## src/rtl/jmsp_pkg.sv

```systemverilog
// Shared types, codes and helpers of the JPEG marker segment parser.
`default_nettype none

package jmsp_pkg;

  // width of the running byte offset counter (wraps)
  localparam int OFFSET_WIDTH = 32;
  localparam int OFFSET_CAP   = 48;

  localparam logic [2:0] KIND_SOI       = 3'd0;
  localparam logic [2:0] KIND_SEGMENT   = 3'd1;
  localparam logic [2:0] KIND_COMPONENT = 3'd2;
  localparam logic [2:0] KIND_SCAN      = 3'd3;
  localparam logic [2:0] KIND_ERROR     = 3'd4;

  localparam logic [2:0] ERR_NONE       = 3'd0;
  localparam logic [2:0] ERR_NO_SOI     = 3'd1;
  localparam logic [2:0] ERR_EARLY_END  = 3'd2;
  localparam logic [2:0] ERR_BAD_MARKER = 3'd3;
  localparam logic [2:0] ERR_BODY_SHORT = 3'd4;

  localparam logic [7:0] MARK_PREFIX = 8'hFF;
  localparam logic [7:0] MARK_SOI    = 8'hD8;
  localparam logic [7:0] MARK_SOF0   = 8'hC0;
  localparam logic [7:0] MARK_SOF2   = 8'hC2;
  localparam logic [7:0] MARK_DRI    = 8'hDD;
  localparam logic [7:0] MARK_SOS    = 8'hDA;

  localparam logic [15:0] LEN_MIN     = 16'd2;
  localparam logic [7:0]  NIBBLE_MASK = 8'd15;

  typedef enum logic [9:0] {
    PH_SOI1 = 10'b0000000001,
    PH_SOI2 = 10'b0000000010,
    PH_MK1  = 10'b0000000100,
    PH_MK2  = 10'b0000001000,
    PH_LEN1 = 10'b0000010000,
    PH_LEN2 = 10'b0000100000,
    PH_BODY = 10'b0001000000,
    PH_SCAN = 10'b0010000000,
    PH_IDLE = 10'b0100000000,
    PH_HALT = 10'b1000000000
  } phase_t;

  typedef struct packed {
    logic [2:0]  kind;
    logic [2:0]  error_code;
    logic [7:0]  marker_code;
    logic [31:0] segment_offset;
    logic [15:0] body_length;
    logic [15:0] value_a;
    logic [15:0] value_b;
    logic [7:0]  value_c;
    logic [7:0]  value_d;
    logic        last;
  } result_t;

  // up to two result words raised by one input word
  typedef struct packed {
    logic [1:0] count;
    result_t    first;
    result_t    second;
  } res_pair_t;

  function automatic logic [31:0] to_off32(input logic [OFFSET_WIDTH-1:0] v);
    logic [OFFSET_CAP-1:0] w;
    w = OFFSET_CAP'(v);
    return w[31:0];
  endfunction

  function automatic result_t mk_result(
    input logic [2:0]  kind,
    input logic [2:0]  err,
    input logic [7:0]  mk,
    input logic [31:0] off,
    input logic [15:0] len,
    input logic [15:0] a,
    input logic [15:0] b,
    input logic [7:0]  c,
    input logic [7:0]  d
  );
    result_t r;
    r.kind           = kind;
    r.error_code     = err;
    r.marker_code    = mk;
    r.segment_offset = off;
    r.body_length    = len;
    r.value_a        = a;
    r.value_b        = b;
    r.value_c        = c;
    r.value_d        = d;
    r.last           = 1'b0;
    return r;
  endfunction

endpackage

`default_nettype wire

```

## src/rtl/jpeg_marker_segment_parser.sv

```systemverilog
// JPEG marker segment parser: takes one file byte per clock and reports the
// start-of-image, every segment (marker, offset, body length, SOF/DRI/SOS
// fields), SOF and SOS component records, the scan start and errors. A byte is
// taken whenever in_valid is high and in_stall low; its results go into a
// four-word output queue at that same edge, so a result word can leave on
// the next cycle. The output side gives one word per cycle while out_stall
// is low; a byte that raises two words (a record or segment followed by an
// error, or an SOS record with the segment word) writes both at once.
// in_stall rises while fewer than two queue slots are free, so input
// throughput is one byte per cycle while the output keeps up. After an
// error or the scan start, bytes are swallowed until a file_start byte.
`default_nettype none

module jpeg_marker_segment_parser (
  input  wire logic        clk,
  input  wire logic        rst,
  input  wire logic        in_valid,
  output logic             in_stall,
  input  wire logic [7:0]  data_byte,
  input  wire logic        file_start,
  input  wire logic        file_end,
  output logic             out_valid,
  input  wire logic        out_stall,
  output logic [2:0]       kind,
  output logic [2:0]       error_code,
  output logic [7:0]       marker_code,
  output logic [31:0]      segment_offset,
  output logic [15:0]      body_length,
  output logic [15:0]      value_a,
  output logic [15:0]      value_b,
  output logic [7:0]       value_c,
  output logic [7:0]       value_d,
  output logic             last
);

  jmsp_pkg::res_pair_t pair;
  jmsp_pkg::result_t   head;
  logic                room_two, take;

  assign in_stall = !room_two;
  assign take     = in_valid && room_two;

  jmsp_core u_core (
    .clk        (clk),
    .rst        (rst),
    .take       (take),
    .data_byte  (data_byte),
    .file_start (file_start),
    .file_end   (file_end),
    .res        (pair)
  );

  jmsp_queue u_queue (
    .clk       (clk),
    .rst       (rst),
    .push      (pair),
    .pop       (!out_stall),
    .head      (head),
    .not_empty (out_valid),
    .room_two  (room_two)
  );

  assign kind           = head.kind;
  assign error_code     = head.error_code;
  assign marker_code    = head.marker_code;
  assign segment_offset = head.segment_offset;
  assign body_length    = head.body_length;
  assign value_a        = head.value_a;
  assign value_b        = head.value_b;
  assign value_c        = head.value_c;
  assign value_d        = head.value_d;
  assign last           = head.last;

endmodule

`default_nettype wire

```

## src/rtl/jmsp_core.sv

```systemverilog
// Per-byte parse state and result generation of the marker segment parser.
`default_nettype none

module jmsp_core (
  input  wire logic                clk,
  input  wire logic                rst,
  input  wire logic                take,
  input  wire logic [7:0]          data_byte,
  input  wire logic                file_start,
  input  wire logic                file_end,
  output jmsp_pkg::res_pair_t      res
);

  localparam int OW = jmsp_pkg::OFFSET_WIDTH;

  jmsp_pkg::phase_t phase, phase_next, eff_phase;
  logic [OW-1:0] byte_position, byte_position_next, pos;
  logic [OW-1:0] segment_start, segment_start_next;
  logic [7:0]    marker_low, marker_low_next;
  logic [7:0]    length_high, length_high_next;
  logic [15:0]   body_size, body_size_next;
  logic [15:0]   body_index, body_index_next;
  logic [15:0]   field_one, field_one_next;
  logic [15:0]   field_two, field_two_next;
  logic [7:0]    field_three, field_three_next;
  logic [7:0]    count_of_components, count_of_components_next;
  logic [15:0]   component_bytes, component_bytes_next;
  // SOF component walk: byte within record and record number
  logic [1:0]    comp_at, comp_at_next;
  logic [15:0]   comp_rec, comp_rec_next;

  logic          done, is_sof;
  logic [8:0]    tail;
  logic [15:0]   tail16, tail16_p1, tail16_p2, len_word, idx;
  logic          has_a, has_b, has_c;
  jmsp_pkg::result_t res_a, res_b, res_c, slot0, slot1;
  logic [2:0]    c_err;
  logic [7:0]    c_mk;
  logic [OW-1:0] c_off;
  logic [15:0]   c_len;
  logic [1:0]    n_res;

  always_comb begin
    eff_phase = file_start ? jmsp_pkg::PH_SOI1 : phase;
    pos       = file_start ? '0 : byte_position;
    if (file_start) begin
      segment_start_next       = '0;
      marker_low_next          = '0;
      length_high_next         = '0;
      body_size_next           = '0;
      body_index_next          = '0;
      field_one_next           = '0;
      field_two_next           = '0;
      field_three_next         = '0;
      count_of_components_next = '0;
      component_bytes_next     = '0;
      comp_at_next             = '0;
      comp_rec_next            = '0;
    end else begin
      segment_start_next       = segment_start;
      marker_low_next          = marker_low;
      length_high_next         = length_high;
      body_size_next           = body_size;
      body_index_next          = body_index;
      field_one_next           = field_one;
      field_two_next           = field_two;
      field_three_next         = field_three;
      count_of_components_next = count_of_components;
      component_bytes_next     = component_bytes;
      comp_at_next             = comp_at;
      comp_rec_next            = comp_rec;
    end
    phase_next         = eff_phase;
    byte_position_next = pos + OW'(1);

    idx       = body_index_next;
    done      = 1'b0;
    is_sof    = (marker_low_next == jmsp_pkg::MARK_SOF0) ||
                (marker_low_next == jmsp_pkg::MARK_SOF2);
    tail      = {count_of_components_next, 1'b1};
    tail16    = {7'd0, tail};
    tail16_p1 = tail16 + 16'd1;
    tail16_p2 = tail16 + 16'd2;
    len_word  = {length_high_next, data_byte};

    has_a = 1'b0;
    has_b = 1'b0;
    has_c = 1'b0;
    res_a = '0;
    c_err = jmsp_pkg::ERR_NONE;
    c_mk  = '0;
    c_off = '0;
    c_len = '0;

    case (eff_phase)
      jmsp_pkg::PH_SOI1: begin
        if (data_byte != jmsp_pkg::MARK_PREFIX || file_end) begin
          has_c      = 1'b1;
          c_err      = jmsp_pkg::ERR_NO_SOI;
          phase_next = jmsp_pkg::PH_HALT;
        end else begin
          phase_next = jmsp_pkg::PH_SOI2;
        end
      end
      jmsp_pkg::PH_SOI2: begin
        if (data_byte != jmsp_pkg::MARK_SOI) begin
          has_c      = 1'b1;
          c_err      = jmsp_pkg::ERR_NO_SOI;
          phase_next = jmsp_pkg::PH_HALT;
        end else begin
          has_a = 1'b1;
          res_a = jmsp_pkg::mk_result(jmsp_pkg::KIND_SOI, jmsp_pkg::ERR_NONE,
                                      jmsp_pkg::MARK_SOI, 32'd0, 16'd0, 16'd0, 16'd0,
                                      8'd0, 8'd0);
          if (file_end) begin
            has_c      = 1'b1;
            c_err      = jmsp_pkg::ERR_EARLY_END;
            c_off      = pos + OW'(1);
            phase_next = jmsp_pkg::PH_HALT;
          end else begin
            phase_next = jmsp_pkg::PH_MK1;
          end
        end
      end
      jmsp_pkg::PH_MK1: begin
        segment_start_next       = pos;
        marker_low_next          = '0;
        length_high_next         = '0;
        body_size_next           = '0;
        body_index_next          = '0;
        field_one_next           = '0;
        field_two_next           = '0;
        field_three_next         = '0;
        count_of_components_next = '0;
        component_bytes_next     = '0;
        comp_at_next             = '0;
        comp_rec_next            = '0;
        c_off                    = pos;
        if (data_byte != jmsp_pkg::MARK_PREFIX) begin
          has_c      = 1'b1;
          c_err      = jmsp_pkg::ERR_BAD_MARKER;
          phase_next = jmsp_pkg::PH_HALT;
        end else if (file_end) begin
          has_c      = 1'b1;
          c_err      = jmsp_pkg::ERR_EARLY_END;
          phase_next = jmsp_pkg::PH_HALT;
        end else begin
          phase_next = jmsp_pkg::PH_MK2;
        end
      end
      jmsp_pkg::PH_MK2, jmsp_pkg::PH_LEN1: begin
        if (eff_phase == jmsp_pkg::PH_MK2) begin
          marker_low_next = data_byte;
        end else begin
          length_high_next = data_byte;
        end
        c_mk  = marker_low_next;
        c_off = segment_start_next;
        if (file_end) begin
          has_c      = 1'b1;
          c_err      = jmsp_pkg::ERR_EARLY_END;
          phase_next = jmsp_pkg::PH_HALT;
        end else if (eff_phase == jmsp_pkg::PH_MK2) begin
          phase_next = jmsp_pkg::PH_LEN1;
        end else begin
          phase_next = jmsp_pkg::PH_LEN2;
        end
      end
      jmsp_pkg::PH_LEN2: begin
        c_mk  = marker_low_next;
        c_off = segment_start_next;
        if (len_word <= jmsp_pkg::LEN_MIN) begin
          has_c      = 1'b1;
          c_err      = jmsp_pkg::ERR_BAD_MARKER;
          phase_next = jmsp_pkg::PH_HALT;
        end else begin
          body_size_next  = len_word - jmsp_pkg::LEN_MIN;
          body_index_next = '0;
          if (file_end) begin
            has_c      = 1'b1;
            c_err      = jmsp_pkg::ERR_BODY_SHORT;
            c_len      = body_size_next;
            phase_next = jmsp_pkg::PH_HALT;
          end else begin
            phase_next = jmsp_pkg::PH_BODY;
          end
        end
      end
      jmsp_pkg::PH_BODY: begin
        body_index_next = idx + 16'd1;
        done            = (body_index_next >= body_size_next);
        if (is_sof) begin
          if (idx == 16'd0) begin
            field_three_next = data_byte;
          end else if (idx <= 16'd2) begin
            field_one_next = {field_one_next[7:0], data_byte};
          end else if (idx <= 16'd4) begin
            field_two_next = {field_two_next[7:0], data_byte};
          end else if (idx == 16'd5) begin
            count_of_components_next = data_byte;
          end else begin
            if (comp_rec_next < {8'd0, count_of_components_next}) begin
              case (comp_at_next)
                2'd0: component_bytes_next = {data_byte, 8'd0};
                2'd1: component_bytes_next = component_bytes_next | {8'd0, data_byte};
                default: begin
                  has_a = 1'b1;
                  res_a = jmsp_pkg::mk_result(jmsp_pkg::KIND_COMPONENT,
                            jmsp_pkg::ERR_NONE, marker_low_next,
                            jmsp_pkg::to_off32(segment_start_next), body_size_next,
                            {8'd0, component_bytes_next[15:8]},
                            {12'd0, component_bytes_next[7:4]},
                            {4'd0, component_bytes_next[3:0]}, data_byte);
                end
              endcase
            end
            // record walk in place of (i - 6) / 3 and (i - 6) % 3
            if (comp_at_next == 2'd2) begin
              comp_at_next  = 2'd0;
              comp_rec_next = comp_rec_next + 16'd1;
            end else begin
              comp_at_next = comp_at_next + 2'd1;
            end
          end
          if (idx == 16'd5 || (done && idx < 16'd5)) begin
            has_b = 1'b1;
          end
        end else if (marker_low_next == jmsp_pkg::MARK_DRI) begin
          if (idx <= 16'd1) begin
            field_one_next = {field_one_next[7:0], data_byte};
          end
        end else if (marker_low_next == jmsp_pkg::MARK_SOS) begin
          if (idx == 16'd0) begin
            count_of_components_next = data_byte;
          end else if (idx < tail16) begin
            if (idx[0]) begin
              component_bytes_next = {8'd0, data_byte};
            end else begin
              has_a = 1'b1;
              res_a = jmsp_pkg::mk_result(jmsp_pkg::KIND_COMPONENT,
                        jmsp_pkg::ERR_NONE, marker_low_next,
                        jmsp_pkg::to_off32(segment_start_next), body_size_next,
                        component_bytes_next, {12'd0, data_byte[7:4]},
                        {4'd0, data_byte[3:0]}, 8'd0);
            end
          end else if (idx == tail16) begin
            field_one_next = {8'd0, data_byte};
          end else if (idx == tail16_p1) begin
            field_two_next = {8'd0, data_byte};
          end else if (idx == tail16_p2) begin
            field_three_next = data_byte;
          end
        end

        if (done) begin
          if (!is_sof) begin
            has_b = 1'b1;
          end
          if (marker_low_next == jmsp_pkg::MARK_SOS) begin
            phase_next = jmsp_pkg::PH_SCAN;
          end else if (file_end) begin
            has_c      = 1'b1;
            c_err      = jmsp_pkg::ERR_EARLY_END;
            c_off      = pos + OW'(1);
            phase_next = jmsp_pkg::PH_HALT;
          end else begin
            phase_next = jmsp_pkg::PH_MK1;
          end
        end else if (file_end) begin
          has_c      = 1'b1;
          c_err      = jmsp_pkg::ERR_BODY_SHORT;
          c_mk       = marker_low_next;
          c_off      = segment_start_next;
          c_len      = body_size_next;
          phase_next = jmsp_pkg::PH_HALT;
        end
      end
      jmsp_pkg::PH_SCAN: begin
        has_a = 1'b1;
        res_a = jmsp_pkg::mk_result(jmsp_pkg::KIND_SCAN, jmsp_pkg::ERR_NONE,
                                    jmsp_pkg::MARK_SOS, jmsp_pkg::to_off32(pos), 16'd0,
                                    16'd0, 16'd0, 8'd0, 8'd0);
        phase_next = jmsp_pkg::PH_IDLE;
      end
      default: begin
        phase_next = eff_phase;
      end
    endcase

    res_b = jmsp_pkg::mk_result(jmsp_pkg::KIND_SEGMENT, jmsp_pkg::ERR_NONE,
                                marker_low_next, jmsp_pkg::to_off32(segment_start_next),
                                body_size_next, field_one_next, field_two_next,
                                field_three_next, count_of_components_next);
    res_c = jmsp_pkg::mk_result(jmsp_pkg::KIND_ERROR, c_err, c_mk,
                                jmsp_pkg::to_off32(c_off), c_len, 16'd0, 16'd0,
                                8'd0, 8'd0);

    // pack in order: record or start word, segment word, error word
    slot0 = has_a ? res_a : (has_b ? res_b : res_c);
    slot1 = (has_a && has_b) ? res_b : res_c;
    n_res = 2'(has_a) + 2'(has_b) + 2'(has_c);
    slot0.last = (n_res == 2'd1);
    slot1.last = 1'b1;

    res.count  = take ? n_res : 2'd0;
    res.first  = slot0;
    res.second = slot1;
  end

  always_ff @(posedge clk) begin
    if (rst) begin
      phase               <= jmsp_pkg::PH_SOI1;
      byte_position       <= '0;
      segment_start       <= '0;
      marker_low          <= '0;
      length_high         <= '0;
      body_size           <= '0;
      body_index          <= '0;
      field_one           <= '0;
      field_two           <= '0;
      field_three         <= '0;
      count_of_components <= '0;
      component_bytes     <= '0;
      comp_at             <= '0;
      comp_rec            <= '0;
    end else if (take) begin
      phase               <= phase_next;
      byte_position       <= byte_position_next;
      segment_start       <= segment_start_next;
      marker_low          <= marker_low_next;
      length_high         <= length_high_next;
      body_size           <= body_size_next;
      body_index          <= body_index_next;
      field_one           <= field_one_next;
      field_two           <= field_two_next;
      field_three         <= field_three_next;
      count_of_components <= count_of_components_next;
      component_bytes     <= component_bytes_next;
      comp_at             <= comp_at_next;
      comp_rec            <= comp_rec_next;
    end
  end

endmodule

`default_nettype wire

```

## src/rtl/jmsp_queue.sv

```systemverilog
// Four-word result queue: up to two in per cycle, one out per pop.
`default_nettype none

module jmsp_queue (
  input  wire logic                clk,
  input  wire logic                rst,
  input  wire jmsp_pkg::res_pair_t push,
  input  wire logic                pop,
  output jmsp_pkg::result_t        head,
  output logic                     not_empty,
  output logic                     room_two
);

  jmsp_pkg::result_t mem [4];
  logic [1:0] wr_ptr, rd_ptr;
  logic [2:0] fill, fill_next;
  logic       do_pop;

  assign not_empty = (fill != 3'd0);
  assign room_two  = (fill <= 3'd2);
  assign do_pop    = pop && not_empty;
  assign head      = mem[rd_ptr];
  assign fill_next = fill + 3'(push.count) - 3'(do_pop);

  always_ff @(posedge clk) begin
    if (push.count != 2'd0) begin
      mem[wr_ptr] <= push.first;
    end
    if (push.count == 2'd2) begin
      mem[wr_ptr + 2'd1] <= push.second;
    end
  end

  always_ff @(posedge clk) begin
    if (rst) begin
      wr_ptr <= '0;
      rd_ptr <= '0;
      fill   <= '0;
    end else begin
      wr_ptr <= wr_ptr + push.count;
      if (do_pop) begin
        rd_ptr <= rd_ptr + 2'd1;
      end
      fill <= fill_next;
    end
  end

endmodule

`default_nettype wire

```

## config.mk

```make
export PLATFORM = sky130hd
export DESIGN_NAME = jpeg_marker_segment_parser
export DESIGN_NICKNAME = d
export VERILOG_FILES = /design/src/rtl/jmsp_pkg.sv /design/src/rtl/jpeg_marker_segment_parser.sv /design/src/rtl/jmsp_core.sv /design/src/rtl/jmsp_queue.sv
export SDC_FILE = /design/constraint.sdc
export NUM_CORES = 2
export LEC_CHECK = 0
export BUFFER_PORTS_ARGS = -buffer_cell sky130_fd_sc_hd__buf_2
export CAP_MARGIN = 10
export CORE_MARGIN = 3
export CORE_UTILIZATION = 32
export CTS_CLUSTER_SIZE = 8
export DETAILED_ROUTE_END_ITERATION = 7
export HOLD_SLACK_MARGIN = 0.05
export PLACE_DENSITY = 0.49
export SYNTH_ARGS = -nofsm -noshare
export SYNTH_HDL_FRONTEND = slang
export SYNTH_SLANG_ARGS = --single-unit
```

## constraint.sdc

```tcl
create_clock -name clk -period 12.2 [get_ports clk]
set_clock_uncertainty 0.15 [all_clocks]
set_input_delay 0.61 -clock clk [delete_from_list [all_inputs] [get_ports clk]]
set_output_delay 0.61 -clock clk [all_outputs]
set_load 0.005 [all_outputs]
```

==> results.json <==
{
  "viasPerCell": 5.99,
  "cts_hold_buf": 0,
  "grt_max_degree": 128,
  "finalNetCount": 3537,
  "instances_no_fill": 5030,
  "numPortBuffers": 126,
  "drcViolationCount": 0,
  "postRouteAntennaNets": 0,
  "p_per_area_mw_per_mm2": 160,
  "yosys_warnings": 0,
  "synth_area_leader_cell": "edfxtp_1",
  "final_util_pct": 36.7,
  "wl_per_cell_um": 26.2,
  "arrival_ns": 8.80,
  "worstMarginPinSlew_ns": 1.26,
  "clk_latency_ns": 0.67,
  "synth_top_area_share_pct": 36.8,
  "final_area_mm2": 0.0402,
  "initial_core_util_pct": 32.5,
  "postCtsSetupRepairBufs": 0,
  "drtPass1Iterations": 6,
  "synth.cell_area_mm2": 0.0356,
  "yosysMostFrequentCell": "edfxtp_1",
  "ctsResizeCount": 0,
  "dpl_cell_area_mm2": 0.0375,
  "wirelength_um": 132000,
  "fmax_mhz": 115,
  "area_growth_pct": 13.0,
  "ys.flop_type": "edfxtp_1",
  "synth.area.top_cells": "edfxtp_1 (37%), dfxtp_1 (12%), mux4_2 (7.0%)",
  "synth_common_cells": "edfxtp_1 (436), nor2_1 (398), nand2_1 (353)",
  "dp_hpwl_um": 82500,
  "core_area_mm2": 0.110,
  "syn_area_per_cell_um2": 10.2,
  "clockBufferDepth": 3,
  "startpoint_type": "flip-flop",
  "cts_tree": "built",
  "p_leak_nw": 12.9,
  "syn_inst": 3494,
  "synth_seq_area_share_pct": 49.2,
  "pre_cts_slack_ns": 3.27,
  "setup_tns_ns": 0,
  "drive_gt1_share_pct": 14.1,
  "fp.dieH_um": 339,
  "synth_fa_ha_area_share_pct": 1.52,
  "synth.distinct_cells": 91,
  "max-cap-violations": 0,
  "drtIter0Drc": 3221,
  "io_pins": 127,
  "rsz0062_at_grt": "no",
  "required_ns": 12.33,
  "dieWidth_um": 339,
  "crit_fanout": 59,
  "cts_buffers": 92,
  "grt_pass1_wl_um": 197000,
  "synth_top_family_by_area": "compound AO/OA/AOI/OAI gates",
  "finalMaxSlewViolations": 0,
  "relSlewSlack_pct": 16.1,
  "fin_crit_ns": 8.67,
  "yosys.area_share.simple_pct": 13.5,
  "grt_pass1_vias": 28839,
  "grt.total_usage_pct": 22.2,
  "cts_sinks": 657,
  "synth.area.mux_share_pct": 8.13,
  "ir_drop_uv": 102,
  "synth_fp_nets": 3550,
  "synth_xor_area_share_pct": 1.16,
  "synth_edf_count": 436,
  "ys_seq_elements": 657,
  "root_buffer": "clkbuf_16",
  "vias": 30147,
  "async_flop_share_pct": 0,
  "hold_viol": 0,
  "gr-total-overflow": 0,
  "cts.clk_slew.worst_paths_ns": 0.05,
  "crit_path_end_kind": "flip-flop",
  "cts_max_level": 3,
  "die_area_mm2": 0.115,
  "synth_compound_area_share_pct": 22.5,
  "crit_type": "reg2reg",
  "gp_congestion": 0.905,
  "place_inst": 4862,
  "status": "finished clean",
  "fin_ws_ns": 3.53,
  "num_rows": 121,
  "hp-class": "in2reg",
  "finalSetupViolations": 0,
  "period_share_pct": 71.1,
  "antenna_found_initial": 0,
  "n_antenna_cell": 0
}
==> worst max-delay path, cell delays in order, from the launching register on <==
cell,delay (ns)
dfxtp_1,0.60
nand3_1,0.24
nor3_1,0.35
nand3_1,0.23
or2_2,0.39
nor2_1,0.25
nand2_1,0.11
xor2_1,0.15
nor2_1,0.15
ha_1,0.26
o21ai_0,0.18
nor2_1,0.07
nor2_1,0.13
o21ai_1,0.11
o21ai_1,0.13
buf_4,0.28
clkinv_1,0.38
fa_1,0.88
o21ai_1,0.22
nor3b_1,0.94
nor2_1,0.36
inv_4,0.81
buf_4,0.85
==> per-layer routing <==
layer | vias up | global-route usage, % | routed length [um]
met3 | 205 | 3.25 | 9840
met5 | - | 0 | 0
met4 | 0 | 6.29 | 3090
met1 | 15094 | 32.1 | 59300
met2 | 1356 | 34.6 | 59600
li1 | 13492 | - | -
==> kinds of logic after synthesis <==
group | after synthesis
xor gates and xnor gates | 47
AOI/OAI and AO/OA | 1174
adders and majority gates | 42
DFF | 657
buffers and inverters | 353
and+or+nand+nor | 1071
muxes | 150
==> worst paths after layout <==
kind | startpoint | end | slack [ns] | cells past startpoint
min reg2reg | u_queue.mem[3][0] | u_queue.mem[3][0] | 0.31 | 1
max | u_core.body_index[2] | u_queue.mem[1][8] | 3.53 | 22
max reg2reg | u_core.body_index[2] | u_queue.mem[1][8] | 3.53 | 22
min | rst | u_core.component_bytes[12] | 0.28 | 2
==> cells in the final DEF, fill, tap and decap left out, types with 20 or more instances in the layout <==
cell / instances
o21ai_0: 181
a21oi_1: 203
xnor2_1: 26
dfxtp_1: 219
or3_1: 22
nor2_1: 397
nand2_1: 348
a211oi_1: 39
a22o_1: 82
buf_2: 125
and3_1: 28
edfxtp_1: 436
inv_1: 39
mux2i_1: 36
buf_4: 74
a222oi_1: 32
clkbuf_1: 68
mux4_2: 111
xor2_1: 21
o22ai_1: 280
nor2b_1: 43
nand2b_1: 20
ha_1: 40
nand3_1: 46
a22oi_1: 115
nor3_1: 53
clkbuf_16: 93
==> state kept, by name, indices dropped and copies added, names as in the netlist, named ones only <==
| name | count |
|---|---|
| u_core.field_two | 16 |
| u_core.length_high | 8 |
| u_core.comp_rec | 16 |
| u_core.body_size | 16 |
| u_core.field_three | 8 |
| u_core.byte_position | 32 |
| u_core.component_bytes | 16 |
| u_core.marker_low | 8 |
| u_core.comp_at | 2 |
| u_queue.mem | 444 |
| u_queue.rd_ptr | 2 |
| u_core.field_one | 16 |
| u_core.count_of_components | 8 |
| u_core.phase | 10 |
| u_core.body_index | 16 |
| u_queue.fill | 3 |
| u_core.segment_start | 32 |
| u_queue.wr_ptr | 2 |
==> area by class of cell <==
type	count	area [um^2]
repair buffers	202	1220
inverters	44	173
multi-input cells	2484	16800
flip-flops and latches	657	17500
fillers	10955	69400
clock buffers	163	2610
clock inverters	4	57.6
well taps	1476	1850
==> where the power goes <==
part	total [mW]	internal, mW	switching (mW)	leakage (nW)
clock	2.44	1.44	1.00	1.27
sequential	2.66	2.55	0.110	5.94
combinational	1.34	0.533	0.810	5.71
total	6.44	4.52	1.92	12.9
==> through the flow <==
step	hold slack (ns)	power [mW]
2_1_floorplan	0.270	3.49
3_3_place_gp	0.294	4.07
3_5_place_dp	0.297	4.07
4_1_cts	0.275	6.51
5_1_grt	0.299	6.69
6_report	0.284	6.44
(Power assumes the default switching activity.)
